File: config.mk
export PLATFORM = sky130hd
export DESIGN_NAME = marker_framed_escape_deframer
export DESIGN_NICKNAME = d
export VERILOG_FILES = /design/src/rtl/core/mfed_pkg.sv /design/src/rtl/core/marker_framed_escape_deframer.sv /design/src/rtl/core/mfed_fifo.sv /design/src/rtl/core/mfed_front.sv /design/src/rtl/core/mfed_back.sv
export SDC_FILE = /design/constraint.sdc
export NUM_CORES = 1
export LEC_CHECK = 0
export ABC_AREA = 1
export BUFFER_PORTS_ARGS = -buffer_cell sky130_fd_sc_hd__clkbuf_2
export CORE_ASPECT_RATIO = 0.75
export CORE_MARGIN = 4
export CORE_UTILIZATION = 68
export DETAILED_ROUTE_END_ITERATION = 7
export PLACE_DENSITY = 0.88
export SETUP_SLACK_MARGIN = 0.4
export SYNTH_ARGS = -nofsm -noshare
export SYNTH_HDL_FRONTEND = slang
export SYNTH_SLANG_ARGS = --single-unit
File: constraint.sdc
create_clock -name clk_i -period 4.3 [get_ports clk_i]
set_input_delay 0.43 -clock clk_i [delete_from_list [all_inputs] [get_ports clk_i]]
set_output_delay 0.43 -clock clk_i [all_outputs]
set_load 0.02 [all_outputs]
File: src/rtl/core/mfed_pkg.sv
// Shared types, constants and codes of the marker framed escape deframer.
`default_nettype none

package mfed_pkg;

  localparam int unsigned BufDepthDefault = 32;
  localparam int unsigned BufDepthMax     = 64;
  localparam int unsigned FillW           = $clog2(BufDepthMax + 1);
  localparam int unsigned IdxW            = $clog2(BufDepthMax);
  localparam int unsigned MaxResults      = 30;
  localparam int unsigned QueueDepth      = 2;

  localparam logic [7:0] StartMarkerRst = 8'd254;
  localparam logic [7:0] EndMarkerRst   = 8'd255;
  localparam logic [7:0] EscapeRst      = 8'd253;
  localparam logic [4:0] ExpLenRst      = 5'd4;
  localparam logic [7:0] TimeoutRst     = 8'd50;

  typedef enum logic [1:0] {
    StOk,
    StLen,
    StOvf,
    StTimeout
  } status_e;

  typedef enum logic {
    ActByte,
    ActTick
  } action_e;

  typedef enum logic [2:0] {
    CfgStart,
    CfgEnd,
    CfgEscape,
    CfgExpLen,
    CfgTimeout
  } cfg_idx_e;

  typedef enum logic [2:0] {
    BkIdle,
    BkFetch,
    BkByte,
    BkEsc,
    BkOut,
    BkSingle
  } back_state_e;

  typedef struct packed {
    action_e    action;
    logic [7:0] rx_byte;
  } in_item_t;

  typedef struct packed {
    logic [7:0] out_byte;
    logic       byte_valid;
    logic       last;
    status_e    status;
  } out_item_t;

  typedef struct packed {
    logic [7:0] start_marker;
    logic [7:0] end_marker;
    logic [7:0] escape_value;
    logic [4:0] expected_length;
    logic [7:0] timeout_ticks;
  } cfg_t;

  typedef struct packed {
    logic             is_timeout;
    logic             overflow;
    logic             bank;
    logic [FillW-1:0] fill;
  } cmd_t;

  typedef struct packed {
    logic            we;
    logic            bank;
    logic [IdxW-1:0] idx;
    logic [7:0]      data;
  } store_wr_t;

  typedef struct packed {
    logic valid;
    logic bank;
  } release_t;

endpackage

`default_nettype wire

File: src/rtl/core/marker_framed_escape_deframer.sv
// Top level of the marker framed escape deframer.
`default_nettype none

// Received bytes and millisecond ticks enter through a queue-style port and
// are taken one per cycle, while full is low, by the front end, which tracks
// the open frame, counts idle ticks and writes payload bytes into one of two
// store banks. A closing marker or a timeout becomes a command in a two-entry
// queue; the back end then decodes the frame from the store in two passes
// over the single registered read port: a counting pass that fetches each
// stored byte, joins an escape pair into one result and counts the results,
// and an emitting pass that repeats these steps and pushes each result. A
// timeout or store overflow yields a single result. Input stalls (full high)
// only when the command queue is full or both store banks hold frames that
// are not yet drained. Results wait in a two-entry queue until popped.
// Configuration writes are accepted in every cycle (ready is tied high).
module marker_framed_escape_deframer #(
  parameter int unsigned BufDepth = mfed_pkg::BufDepthDefault
) (
  input  wire logic                clk_i,
  input  wire logic                rst_ni,
  input  wire logic                cfg_valid_i,
  output logic                     cfg_ready_o,
  input  wire logic [2:0]          cfg_index_i,
  input  wire logic [7:0]          cfg_data_i,
  input  wire logic                push,
  input  wire mfed_pkg::in_item_t  in_item_i,
  output logic                     full,
  output logic                     empty,
  input  wire logic                pop,
  output mfed_pkg::out_item_t      out_item_o
);

  import mfed_pkg::*;

  cfg_t      cfg_q, cfg_d;
  logic      cmd_push, cmd_full, cmd_pop, cmd_empty;
  cmd_t      cmd_in, cmd_out;
  store_wr_t store_wr;
  release_t  rel;
  logic      res_push, res_full;
  out_item_t res;

  assign cfg_ready_o = 1'b1;

  always_comb begin
    cfg_d = cfg_q;
    if (cfg_valid_i && cfg_ready_o) begin
      case (cfg_index_i)
        CfgStart:   cfg_d.start_marker    = cfg_data_i;
        CfgEnd:     cfg_d.end_marker      = cfg_data_i;
        CfgEscape:  cfg_d.escape_value    = cfg_data_i;
        CfgExpLen:  cfg_d.expected_length = cfg_data_i[4:0];
        CfgTimeout: cfg_d.timeout_ticks   = cfg_data_i;
        default: begin
        end
      endcase
    end
  end

  always_ff @(posedge clk_i or negedge rst_ni) begin
    if (!rst_ni) begin
      cfg_q.start_marker    <= StartMarkerRst;
      cfg_q.end_marker      <= EndMarkerRst;
      cfg_q.escape_value    <= EscapeRst;
      cfg_q.expected_length <= ExpLenRst;
      cfg_q.timeout_ticks   <= TimeoutRst;
    end else begin
      cfg_q <= cfg_d;
    end
  end

  mfed_front #(
    .BufDepth(BufDepth)
  ) u_front (
    .clk_i      (clk_i),
    .rst_ni     (rst_ni),
    .cfg_i      (cfg_q),
    .push_i     (push),
    .item_i     (in_item_i),
    .full_o     (full),
    .cmd_full_i (cmd_full),
    .cmd_push_o (cmd_push),
    .cmd_o      (cmd_in),
    .wr_o       (store_wr),
    .rel_i      (rel)
  );

  mfed_fifo #(
    .DataT(cmd_t),
    .Depth(QueueDepth)
  ) u_cmd_fifo (
    .clk_i   (clk_i),
    .rst_ni  (rst_ni),
    .push_i  (cmd_push),
    .data_i  (cmd_in),
    .full_o  (cmd_full),
    .pop_i   (cmd_pop),
    .data_o  (cmd_out),
    .empty_o (cmd_empty)
  );

  mfed_back #(
    .BufDepth(BufDepth)
  ) u_back (
    .clk_i       (clk_i),
    .rst_ni      (rst_ni),
    .cfg_i       (cfg_q),
    .wr_i        (store_wr),
    .cmd_empty_i (cmd_empty),
    .cmd_i       (cmd_out),
    .cmd_pop_o   (cmd_pop),
    .res_full_i  (res_full),
    .res_push_o  (res_push),
    .res_o       (res),
    .rel_o       (rel)
  );

  mfed_fifo #(
    .DataT(out_item_t),
    .Depth(QueueDepth)
  ) u_res_fifo (
    .clk_i   (clk_i),
    .rst_ni  (rst_ni),
    .push_i  (res_push),
    .data_i  (res),
    .full_o  (res_full),
    .pop_i   (pop),
    .data_o  (out_item_o),
    .empty_o (empty)
  );

  a_cmd_no_drop: assert property (@(posedge clk_i) disable iff (!rst_ni)
    cmd_push |-> !cmd_full)
    else $error("command pushed into full queue");

  a_res_no_drop: assert property (@(posedge clk_i) disable iff (!rst_ni)
    res_push |-> !res_full)
    else $error("result pushed into full queue");

  a_data_not_timeout: assert property (@(posedge clk_i) disable iff (!rst_ni)
    (!empty && out_item_o.byte_valid) |-> (out_item_o.status != StTimeout))
    else $error("decoded byte carries timeout status");

  a_mid_has_byte: assert property (@(posedge clk_i) disable iff (!rst_ni)
    (!empty && !out_item_o.last) |-> out_item_o.byte_valid)
    else $error("non-final result without a byte");

endmodule

`default_nettype wire

File: src/rtl/core/mfed_fifo.sv
// Small first-in first-out queue with full and empty flags.
`default_nettype none

module mfed_fifo #(
  parameter type         DataT = logic,
  parameter int unsigned Depth = mfed_pkg::QueueDepth
) (
  input  wire logic  clk_i,
  input  wire logic  rst_ni,
  input  wire logic  push_i,
  input  wire DataT  data_i,
  output logic       full_o,
  input  wire logic  pop_i,
  output DataT       data_o,
  output logic       empty_o
);

  localparam int unsigned PtrW = (Depth > 1) ? $clog2(Depth) : 1;
  localparam int unsigned CntW = $clog2(Depth + 1);

  DataT            entries_q [Depth];
  logic [PtrW-1:0] wr_ptr_q, wr_ptr_d;
  logic [PtrW-1:0] rd_ptr_q, rd_ptr_d;
  logic [CntW-1:0] cnt_q, cnt_d;
  logic            push_ok, pop_ok;

  assign full_o  = (cnt_q == CntW'(Depth));
  assign empty_o = (cnt_q == '0);
  assign push_ok = push_i & ~full_o;
  assign pop_ok  = pop_i & ~empty_o;
  assign data_o  = entries_q[rd_ptr_q];

  always_comb begin
    wr_ptr_d = wr_ptr_q;
    rd_ptr_d = rd_ptr_q;
    cnt_d    = cnt_q;
    if (push_ok) begin
      wr_ptr_d = (wr_ptr_q == PtrW'(Depth - 1)) ? '0 : wr_ptr_q + PtrW'(1);
    end
    if (pop_ok) begin
      rd_ptr_d = (rd_ptr_q == PtrW'(Depth - 1)) ? '0 : rd_ptr_q + PtrW'(1);
    end
    if (push_ok && !pop_ok) begin
      cnt_d = cnt_q + CntW'(1);
    end else if (pop_ok && !push_ok) begin
      cnt_d = cnt_q - CntW'(1);
    end
  end

  always_ff @(posedge clk_i or negedge rst_ni) begin
    if (!rst_ni) begin
      wr_ptr_q <= '0;
      rd_ptr_q <= '0;
      cnt_q    <= '0;
    end else begin
      wr_ptr_q <= wr_ptr_d;
      rd_ptr_q <= rd_ptr_d;
      cnt_q    <= cnt_d;
    end
  end

  always_ff @(posedge clk_i) begin
    if (push_ok) begin
      entries_q[wr_ptr_q] <= data_i;
    end
  end

endmodule

`default_nettype wire

File: src/rtl/core/mfed_front.sv
// Front end: frame tracking, idle tick counting, payload store writes and commands.
`default_nettype none

module mfed_front #(
  parameter int unsigned BufDepth = mfed_pkg::BufDepthDefault
) (
  input  wire logic                clk_i,
  input  wire logic                rst_ni,
  input  wire mfed_pkg::cfg_t      cfg_i,
  input  wire logic                push_i,
  input  wire mfed_pkg::in_item_t  item_i,
  output logic                     full_o,
  input  wire logic                cmd_full_i,
  output logic                     cmd_push_o,
  output mfed_pkg::cmd_t           cmd_o,
  output mfed_pkg::store_wr_t      wr_o,
  input  wire mfed_pkg::release_t  rel_i
);

  import mfed_pkg::*;

  localparam int unsigned CntW  = $clog2(BufDepth + 1);
  localparam int unsigned AddrW = $clog2(BufDepth);

  logic            in_frame_q, in_frame_d;
  logic            ovf_q, ovf_d;
  logic [CntW-1:0] fill_q, fill_d;
  logic [7:0]      idle_q, idle_d;
  logic            bank_q, bank_d;
  logic [1:0]      busy_q, busy_d;
  logic            accept;

  assign full_o = cmd_full_i | busy_q[bank_q];
  assign accept = push_i & ~full_o;

  always_comb begin
    in_frame_d = in_frame_q;
    ovf_d      = ovf_q;
    fill_d     = fill_q;
    idle_d     = idle_q;
    bank_d     = bank_q;
    busy_d     = busy_q;
    cmd_push_o = 1'b0;
    cmd_o      = '0;
    wr_o       = '0;
    wr_o.bank  = bank_q;
    wr_o.idx   = IdxW'(fill_q[AddrW-1:0]);
    wr_o.data  = item_i.rx_byte;

    if (rel_i.valid) begin
      busy_d[rel_i.bank] = 1'b0;
    end

    if (accept) begin
      if (item_i.action == ActTick) begin
        if (idle_q >= cfg_i.timeout_ticks) begin
          idle_d           = '0;
          cmd_push_o       = 1'b1;
          cmd_o.is_timeout = 1'b1;
        end else begin
          idle_d = idle_q + 8'd1;
        end
      end else begin
        idle_d = '0;
        if (item_i.rx_byte == cfg_i.start_marker) begin
          in_frame_d = 1'b1;
          fill_d     = '0;
          ovf_d      = 1'b0;
        end else if (in_frame_q && (item_i.rx_byte != cfg_i.end_marker)) begin
          if (fill_q < CntW'(BufDepth)) begin
            wr_o.we = 1'b1;
            fill_d  = fill_q + CntW'(1);
          end else begin
            ovf_d = 1'b1;
          end
        end
        if ((item_i.rx_byte == cfg_i.end_marker) && in_frame_d) begin
          cmd_push_o     = 1'b1;
          cmd_o.overflow = ovf_d;
          cmd_o.bank     = bank_q;
          cmd_o.fill     = FillW'(fill_d);
          in_frame_d     = 1'b0;
          fill_d         = '0;
          ovf_d          = 1'b0;
          bank_d         = ~bank_q;
          busy_d[bank_q] = 1'b1;
        end
      end
    end
  end

  always_ff @(posedge clk_i or negedge rst_ni) begin
    if (!rst_ni) begin
      in_frame_q <= 1'b0;
      ovf_q      <= 1'b0;
      fill_q     <= '0;
      idle_q     <= '0;
      bank_q     <= 1'b0;
      busy_q     <= '0;
    end else begin
      in_frame_q <= in_frame_d;
      ovf_q      <= ovf_d;
      fill_q     <= fill_d;
      idle_q     <= idle_d;
      bank_q     <= bank_d;
      busy_q     <= busy_d;
    end
  end

endmodule

`default_nettype wire

File: src/rtl/core/mfed_back.sv
// Back end: payload store, two pass escape decoder and result generation.
`default_nettype none

module mfed_back #(
  parameter int unsigned BufDepth = mfed_pkg::BufDepthDefault
) (
  input  wire logic                clk_i,
  input  wire logic                rst_ni,
  input  wire mfed_pkg::cfg_t      cfg_i,
  input  wire mfed_pkg::store_wr_t wr_i,
  input  wire logic                cmd_empty_i,
  input  wire mfed_pkg::cmd_t      cmd_i,
  output logic                     cmd_pop_o,
  input  wire logic                res_full_i,
  output logic                     res_push_o,
  output mfed_pkg::out_item_t      res_o,
  output mfed_pkg::release_t       rel_o
);

  import mfed_pkg::*;

  localparam int unsigned CntW  = $clog2(BufDepth + 1);
  localparam int unsigned AddrW = $clog2(BufDepth);

  logic [7:0]      store_q [2**(AddrW+1)];
  logic [7:0]      rd_data_q;

  back_state_e     state_q, state_d;
  logic            bank_q, bank_d;
  logic            frame_q, frame_d;
  logic            pass_q, pass_d;
  logic [CntW-1:0] lim_q, lim_d;
  logic [CntW-1:0] i_q, i_d;
  logic [CntW-1:0] n_q, n_d;
  logic [7:0]      x_q, x_d;
  logic [7:0]      val_q, val_d;
  status_e         st_q, st_d;
  logic [CntW-1:0] rd_pos;
  logic [CntW-1:0] i_next;
  logic            fin;

  assign i_next = i_q + CntW'(1);
  assign rd_pos = (state_q == BkByte) ? i_next : i_q;
  assign fin    = (n_q == CntW'(1));

  always_ff @(posedge clk_i) begin
    if (wr_i.we) begin
      store_q[{wr_i.bank, wr_i.idx[AddrW-1:0]}] <= wr_i.data;
    end
    rd_data_q <= store_q[{bank_q, rd_pos[AddrW-1:0]}];
  end

  always_comb begin
    state_d    = state_q;
    bank_d     = bank_q;
    frame_d    = frame_q;
    pass_d     = pass_q;
    lim_d      = lim_q;
    i_d        = i_q;
    n_d        = n_q;
    x_d        = x_q;
    val_d      = val_q;
    st_d       = st_q;
    cmd_pop_o  = 1'b0;
    res_push_o = 1'b0;
    res_o      = '0;
    rel_o      = '0;
    rel_o.bank = bank_q;

    case (state_q)
      BkIdle: begin
        if (!cmd_empty_i) begin
          cmd_pop_o = 1'b1;
          bank_d    = cmd_i.bank;
          lim_d     = CntW'(cmd_i.fill);
          frame_d   = ~cmd_i.is_timeout;
          pass_d    = 1'b0;
          i_d       = '0;
          n_d       = '0;
          if (cmd_i.is_timeout) begin
            st_d    = StTimeout;
            state_d = BkSingle;
          end else if (cmd_i.overflow) begin
            st_d    = StOvf;
            state_d = BkSingle;
          end else begin
            state_d = BkFetch;
          end
        end
      end
      BkFetch: begin
        if (i_q < lim_q) begin
          state_d = BkByte;
        end else if (pass_q) begin
          rel_o.valid = frame_q;
          state_d     = BkIdle;
        end else if (8'(n_q) > 8'(MaxResults)) begin
          st_d    = StOvf;
          state_d = BkSingle;
        end else begin
          st_d = (8'(n_q) == 8'(cfg_i.expected_length)) ? StOk : StLen;
          if (n_q == '0) begin
            state_d = BkSingle;
          end else begin
            pass_d  = 1'b1;
            i_d     = '0;
            state_d = BkFetch;
          end
        end
      end
      BkByte: begin
        if (rd_data_q == cfg_i.escape_value) begin
          if (i_next < lim_q) begin
            x_d     = rd_data_q;
            state_d = BkEsc;
          end else begin
            val_d   = rd_data_q + cfg_i.end_marker;
            i_d     = i_next;
            state_d = BkOut;
          end
        end else begin
          val_d   = rd_data_q;
          i_d     = i_next;
          state_d = BkOut;
        end
      end
      BkEsc: begin
        val_d   = x_q + rd_data_q;
        i_d     = i_q + CntW'(2);
        state_d = BkOut;
      end
      BkOut: begin
        if (!pass_q) begin
          n_d     = n_q + CntW'(1);
          state_d = BkFetch;
        end else if (!res_full_i) begin
          res_push_o       = 1'b1;
          res_o.out_byte   = val_q;
          res_o.byte_valid = 1'b1;
          res_o.last       = fin;
          res_o.status     = fin ? st_q : StOk;
          n_d              = n_q - CntW'(1);
          if (fin) begin
            rel_o.valid = 1'b1;
            state_d     = BkIdle;
          end else begin
            state_d = BkFetch;
          end
        end
      end
      BkSingle: begin
        if (!res_full_i) begin
          res_push_o   = 1'b1;
          res_o.last   = 1'b1;
          res_o.status = st_q;
          rel_o.valid  = frame_q;
          state_d      = BkIdle;
        end
      end
      default: begin
        state_d = BkIdle;
      end
    endcase
  end

  always_ff @(posedge clk_i or negedge rst_ni) begin
    if (!rst_ni) begin
      state_q <= BkIdle;
      bank_q  <= 1'b0;
      frame_q <= 1'b0;
      pass_q  <= 1'b0;
      lim_q   <= '0;
      i_q     <= '0;
      n_q     <= '0;
      st_q    <= StOk;
    end else begin
      state_q <= state_d;
      bank_q  <= bank_d;
      frame_q <= frame_d;
      pass_q  <= pass_d;
      lim_q   <= lim_d;
      i_q     <= i_d;
      n_q     <= n_d;
      st_q    <= st_d;
    end
  end

  always_ff @(posedge clk_i) begin
    x_q   <= x_d;
    val_q <= val_d;
  end

endmodule

`default_nettype wire

==> metrics.cfg, run 1 <==
[status]
status=complete, but fails checks
violations=design-rule violations

[logic_synthesis]
synthXorXnorAreaFrac_pct=1.29
yosysMostFrequentCell=nand2_1
netlist_area_mm2=0.0298
synth_top_cell_area_share_pct=57.4
syn_nets=2748
synth_compound_area_share_pct=5.86
ys_top_cells_by_area=edfxtp_1 (57%), nand2_1 (8.1%), nand3_1 (5.7%)
synth-warning-count=0
synth-main-ff-cell=edfxtp_1
synthCells=2677
synth_area_leader_cell=edfxtp_1
synthArstFlopShare_pct=13.5
synth-edff-count=570
synthAdderAreaFrac_pct=1.98
yosys_register_bits=668
synth_common_cells=nand2_1 (644), edfxtp_1 (570), nand3_1 (338), inv_1 (175), nor2_1 (169)
synthMuxAreaShare_pct=3.56
syn_avg_cell_area_um2=11.1
synth-simple-area-share_pct=17.5
ys_types=50
synth_top_family_by_area=simple AND/OR/NAND/NOR gates
ys_seq_area_share_pct=65.7

[die]
core_area_mm2=0.0434
fp.dieW_um=250
start_util_pct=68.7
dieArea_mm2=0.0473
fp.dieH_um=189
rows=66
num_io_pins=40

[clock_network]
clk_pin_slew_ns=0.07
postCtsSetupRepairBufs=0
clk_latency_ns=0.61
clk_path_buf_depth=3
htree_levels=2
cts_inserted_buffers=58
cts.sinks=668
cts_tree=done
root_buffer=clkbuf_16

[min_path]
holdPathStages=1
hold_end=u_back.store_q[43][6]
min_from=in_item_i[6]
hold_path.class=input port to flip-flop

[detailed_routing]
detail-route-antenna-nets=0
dr.pass1.iters=8
vias=21200
post_drt_wl_per_cell_um=22.9
drc=4
routed_wl_um=75800
drt_iter0_markers=3527
vias_per_cell=6.39

[critical_path]
cp.required_ns=4.53
path_cells=inv_2 > nand2_1 > nand4_1 > nor2_2 > nand2_1 > nor3_2 > nand2_1 > nor2_1
critPathLaunchType=flip-flop
crit_cells=8
crit_type=flip-flop to flip-flop
reg2reg_to=u_back.store_q[19][4]
slowest_delay_ns=0.80
critPathTopFamily=simple AND/OR/NAND/NOR gates
worstReg2RegStart=u_front.bank_q
rr_worst_depth=8
rrSetupSlack_ns=0.83
crit_top_cell=nand2_1
path_max_fanout=12
critPathSlowestCell=nor2_1
cp_num_buf_inv=1
critical_path_arrival_ns=3.70
endpoint_kind=flip-flop

[placement]
routabilityCongestion=0.941
port_buffers=38
pre_cts_slack_ns=1.00
place_area_mm2=0.0305
dp_hpwl_um=46600

[flow_run]
max-cap-violations=0

[global_routing]
grt_pass1_wl_um=116000
grt.overflow.total=0
grt_usage_pct=31.8
grt_max_degree=221
grt_antenna_before_repair=1
grt_pass1_vias=20300

[sta]
fin_skew_ns=0.0192
setup_violations=0
rsz0062_at_grt=no
relSlewSlack_pct=21.0
tightest_slew_ns=1.18
setup_tns_ns=0
setup_ws_ns=0.827
max_freq_mhz=288
finalCritPeriodShare_pct=80.8
period_needed_ns=3.47
maxSlewViolCount=0
hold_viol_final=0

[layout]
postLayoutCellArea_mm2=0.0324
multi_input_area_mm2=0.00904
seq_area_mm2=0.0196
fin_util_pct=74.8
fin_nets=2756
fill_cells=2622
synthToLayoutAreaGrowth_pct=8.78
drive_above_1_share_pct=8.24

[pwr]
peakVddDrop_mv=0.489
p_per_area_mw_per_mm2=591
power.leakage_nw=13.1

stage by stage:
step	hold WS [ns]	power, W	cells
floorplan	0.134	0.0119	2677
global placement	0.453	0.0134	3202
detailed placement	0.465	0.0136	3202
CTS	0.0879	0.0189	3310
global route	0.106	0.0200	3310
finish	0.111	0.0191	3311
routing by layer:
layer / vias to the layer above / wire, µm / GRT usage [%] / part of all wire, %
met5: - / 0 / 0 / 0
met2: 1687 / 32700 / 46.8 / 43
met4: 0 / 2210 / 9.11 / 2.9
met1: 9980 / 29300 / 47.4 / 39
li1: 9292 / - / - / -
met3: 209 / 11600 / 8.94 / 15
kinds of logic after synthesis:
group / count (synthesis)
and+or+nand+nor: 1219
DFF: 668
buffers and inverters: 302
AOI/OAI and AO/OA: 291
muxes: 106
adders and majority gates: 46
xor gates and xnor gates: 44
other: 1
report_power, final:
part           leakage (nW)  internal, W  switching [W]
Clock                 0.935      0.00301        0.00235
Combinational          5.89      0.00183        0.00396
Sequential             6.27      0.00750       0.000477
layout make-up:
| class | instances | area share (%) |
|---|---|---|
| Clock inverter | 34 | 1.04 |
| Sequential cell | 668 | 60.4 |
| Clock buffer | 73 | 4.97 |
| Timing Repair Buffer | 66 | 1.37 |
| Inverter | 184 | 2.13 |
| Antenna cell | 1 | 0.00772 |
| Tap cell | 578 | 2.23 |
| Multi-Input combinational cell | 1707 | 27.9 |
sequential cells by signal, summed over array words and instances (netlist names), 2 cells and up:
signal / count
cfg_q: 37
u_back.i_q: 6
u_back.lim_q: 6
u_back.n_q: 6
u_back.rd_data_q: 8
u_back.st_q: 2
u_back.state_q: 3
u_back.store_q: 512
u_back.val_q: 8
u_back.x_q: 8
u_cmd_fifo.cnt_q: 2
u_cmd_fifo.entries_q: 18
u_front.busy_q: 2
u_front.fill_q: 6
u_front.idle_q: 8
u_res_fifo.cnt_q: 2
u_res_fifo.entries_q: 24
worst max path at each step:
stage / startpoint / end / slack [ns]
finish: u_front.bank_q / u_back.store_q[19][4] / 0.83
global route: u_back.i_q[2] / u_back.x_q[2] / 0.67
CTS: u_back.i_q[2] / u_back.x_q[1] / 0.95
detailed placement: u_front.bank_q / u_back.store_q[54][3] / 1.00
global placement: in_item_i[0] / u_back.store_q[58][0] / 1.12
floorplan: u_back.i_q[1] / u_back.x_q[0] / 1.64
what timing repair did:
item / in CTS / in global routing
resized for setup: 0 / 0
endpoints found under the hold margin: 35 / 0
hold buffers: 1 / 0
cells in the final DEF (no fill, tap or decap), types with 3 or more instances in the layout:
cell type   instances
clkinvlp_4          7
clkinv_1           10
nand2_2             3
o22ai_1             8
inv_1             175
or2_2              18
nand3_2             4
nand3_1           338
o211ai_1            5
xor2_1             31
nand2_1           643
clkbuf_8            4
a21boi_1            4
nor2_1            169
xnor2_1            13
clkbuf_1            8
dfxtp_1             8
buf_12              3
a21oi_1            32
clkbuf_2           37
dfrtp_1            64
mux2i_1           106
o21ai_0           138
nor3_1              9
dfstp_2            26
edfxtp_1          570
a21boi_0           82
ha_1               43
clkbuf_16          61
o31ai_1             7
inv_2               6
bufinv_16           6
nand3b_1           14
buf_4              25
clkinv_2           10
nand4_1            12
Power figures use the tool's default switching activity.
==> inputs of run 2 (changes only) <==
--- a/config.mk
+++ b/config.mk
@@ -9,9 +9,9 @@
 export BUFFER_PORTS_ARGS = -buffer_cell sky130_fd_sc_hd__clkbuf_2
 export CORE_ASPECT_RATIO = 0.75
 export CORE_MARGIN = 4
-export CORE_UTILIZATION = 68
+export CORE_UTILIZATION = 63
 export DETAILED_ROUTE_END_ITERATION = 7
-export PLACE_DENSITY = 0.88
+export PLACE_DENSITY = 0.83
 export SETUP_SLACK_MARGIN = 0.4
 export SYNTH_ARGS = -nofsm -noshare
 export SYNTH_HDL_FRONTEND = slang
==> constraint.sdc (replaced) <==
create_clock -name clk_i -period 3.6 [get_ports clk_i]
set_input_delay 0.36 -clock clk_i [delete_from_list [all_inputs] [get_ports clk_i]]
set_output_delay 0.36 -clock clk_i [all_outputs]
set_load 0.02 [all_outputs]
==> metrics.cfg, run 2 (synthesized netlist as in run 1, its figures left out) <==
[status]
status=completed

[layout]
layout_commonest_cell=nand2_1
drive_above_1_share_pct=10.7
n_antenna_cell=0
fin_nets=2840
final_cell_mix=nand2_1 (643), edfxtp_1 (570), nand3_1 (338)
synthToLayoutAreaGrowth_pct=11.5
fill_cells=2990
largest_register_ffs=512

[pwr]
internal_power_w=0.0149
seqPwrFrac_pct=41.6
pwr-share-clk_pct=28.1
power.leakage_nw=13.6
switching_share_pct=34.8
p_comb_share_pct=30.3
peakVddDrop_mv=0.536
power.switching_w=0.00796
p_per_area_mw_per_mm2=689

[sta]
setup_violations=0
maxSlewViolCount=0
max_freq_mhz=325
rsz0062_at_grt=yes
holdWs_ns=0.0758
finalCritPeriodShare_pct=85.4
period_needed_ns=3.07
fin_skew_ns=0.0214
hold_viol_final=0
tightest_slew_ns=1.01
setup_tns_ns=0
relSlewSlack_pct=32.1

[detailed_routing]
post_drt_wl_per_cell_um=21.4
vias=21000
routed_wl_um=73800
drc=0
vias_per_cell=6.09
dr.pass1.iters=6
detail-route-antenna-nets=0
drt_iter0_markers=3055

[global_routing]
grt_usage_pct=28.8
grt-busiest-layer=met2
met2_usage_pct=43.1
grt.overflow.total=0
use_met3_pct=7.30
grt_antenna_before_repair=3
grt_pass1_vias=20200
grt_pass1_wl_um=114000
met1_usage_pct=42.6
grt_max_degree=87

[clock_network]
cts.sinks=668
clk_latency_ns=0.61
clk_pin_slew_ns=0.06
root_buffer=clkbuf_16
cts_inserted_buffers=60
postCtsSetupRepairBufs=0
htree_levels=2
cts_tree=done
clk_path_buf_depth=3

[flow_run]
max-cap-violations=0

[die]
num_io_pins=40
dieArea_mm2=0.0509
start_util_pct=64.3
fp.dieH_um=196
core_area_mm2=0.0464
fp.dieW_um=259
rows=68

[critical_path]
endpoint_kind=flip-flop
critPathLaunchType=flip-flop
cp.required_ns=4.15
critical_path_arrival_ns=3.62
path_max_fanout=40
crit_type=flip-flop to flip-flop
rrSetupSlack_ns=0.53

[min_path]
hold_path.class=input port to flip-flop

[placement]
dp_hpwl_um=46200
routabilityCongestion=0.950
port_buffers=38

==> run 2: changes by cell type in the layout (fill, tap and decap cells not counted), moves of 2 or more <==
cell        previous run  this run
buf_4                 25       100
clkbuf_1               8        16
buf_12                 3        10
clkinvlp_4             7         2
clkinv_1              10        14
clkinv_2              10         8
==> run 2: area by class of cell <==
class                           instances  area, µm²  area share [%]
Multi-Input combinational cell       1707       9050            27.2
Sequential cell                       668      19600            58.9
Clock buffer                           81       1640            4.94
Inverter                              184        691            2.08
Timing Repair Buffer                  148       1150            3.45
Tap cell                              630        788            2.37
Clock inverter                         32        338            1.02
==> run 2: worst max-delay path, cell delays in order (launching register included) <==
cell and delay, ns:
dfrtp_1 0.41, inv_2 0.16, nand3_4 0.19, inv_2 0.22
ha_4 0.31, inv_2 0.36, buf_12 0.27, a21boi_0 0.13
nand3_1 0.08, nand3_1 0.14, nand3_1 0.15, nand3_1 0.21
nand2_1 0.21, nand2_1 0.07, nand2_1 0.06
==> run 2: worst paths after layout <==
| path | start | to | cells past startpoint |
|---|---|---|---|
| setup / recovery | u_back.state_q[2] | u_back.rd_data_q[5] | 14 |
| hold / removal | in_item_i[7] | u_back.store_q[46][7] | 1 |
| setup reg to reg | u_back.state_q[2] | u_back.rd_data_q[5] | 14 |
| hold reg to reg | u_cmd_fifo.wr_ptr_q | u_cmd_fifo.wr_ptr_q | 2 |
| max in group asynchronous | rst_ni | cfg_q[30] | 3 |
| min in group asynchronous | rst_ni | cfg_q[14] | 2 |
==> run 2: per-layer routing <==
layer | vias up | share of wire, %
met2 | 1294 | 45
li1 | 9465 | -
met5 | - | 0.042
met4 | 4 | 2.8
met1 | 10100 | 40
met3 | 201 | 12
==> run 2: repair_timing <==
action	CTS	global route
endpoints found under the hold margin	23	0
resized for setup	0	3
hold buffers	1	0
setup endpoints to repair	0	11
==> run 2: power by group through the flow <==
stage               clock (W)  sequential, W  combinational, W
finish                0.00643        0.00952           0.00694
global placement            0        0.00962           0.00648
detailed placement          0        0.00966           0.00671
global route          0.00683        0.00956           0.00760
CTS                   0.00647        0.00949           0.00678
floorplan                   0        0.00939           0.00480
==> run 2: metrics by stage <==
step	instances	total power (W)	util [%]	instance area, µm²	setup WS (ns)
4_1_cts	3450	0.0228	71.6	33200	0.554
3_5_place_dp	3336	0.0164	67.3	31200	0.587
6_report	3450	0.0229	71.6	33200	0.527
2_1_floorplan	2677	0.0142	-	29800	0.941
5_1_grt	3450	0.0240	71.6	33200	0.368
3_3_place_gp	3336	0.0161	67.3	31200	0.637
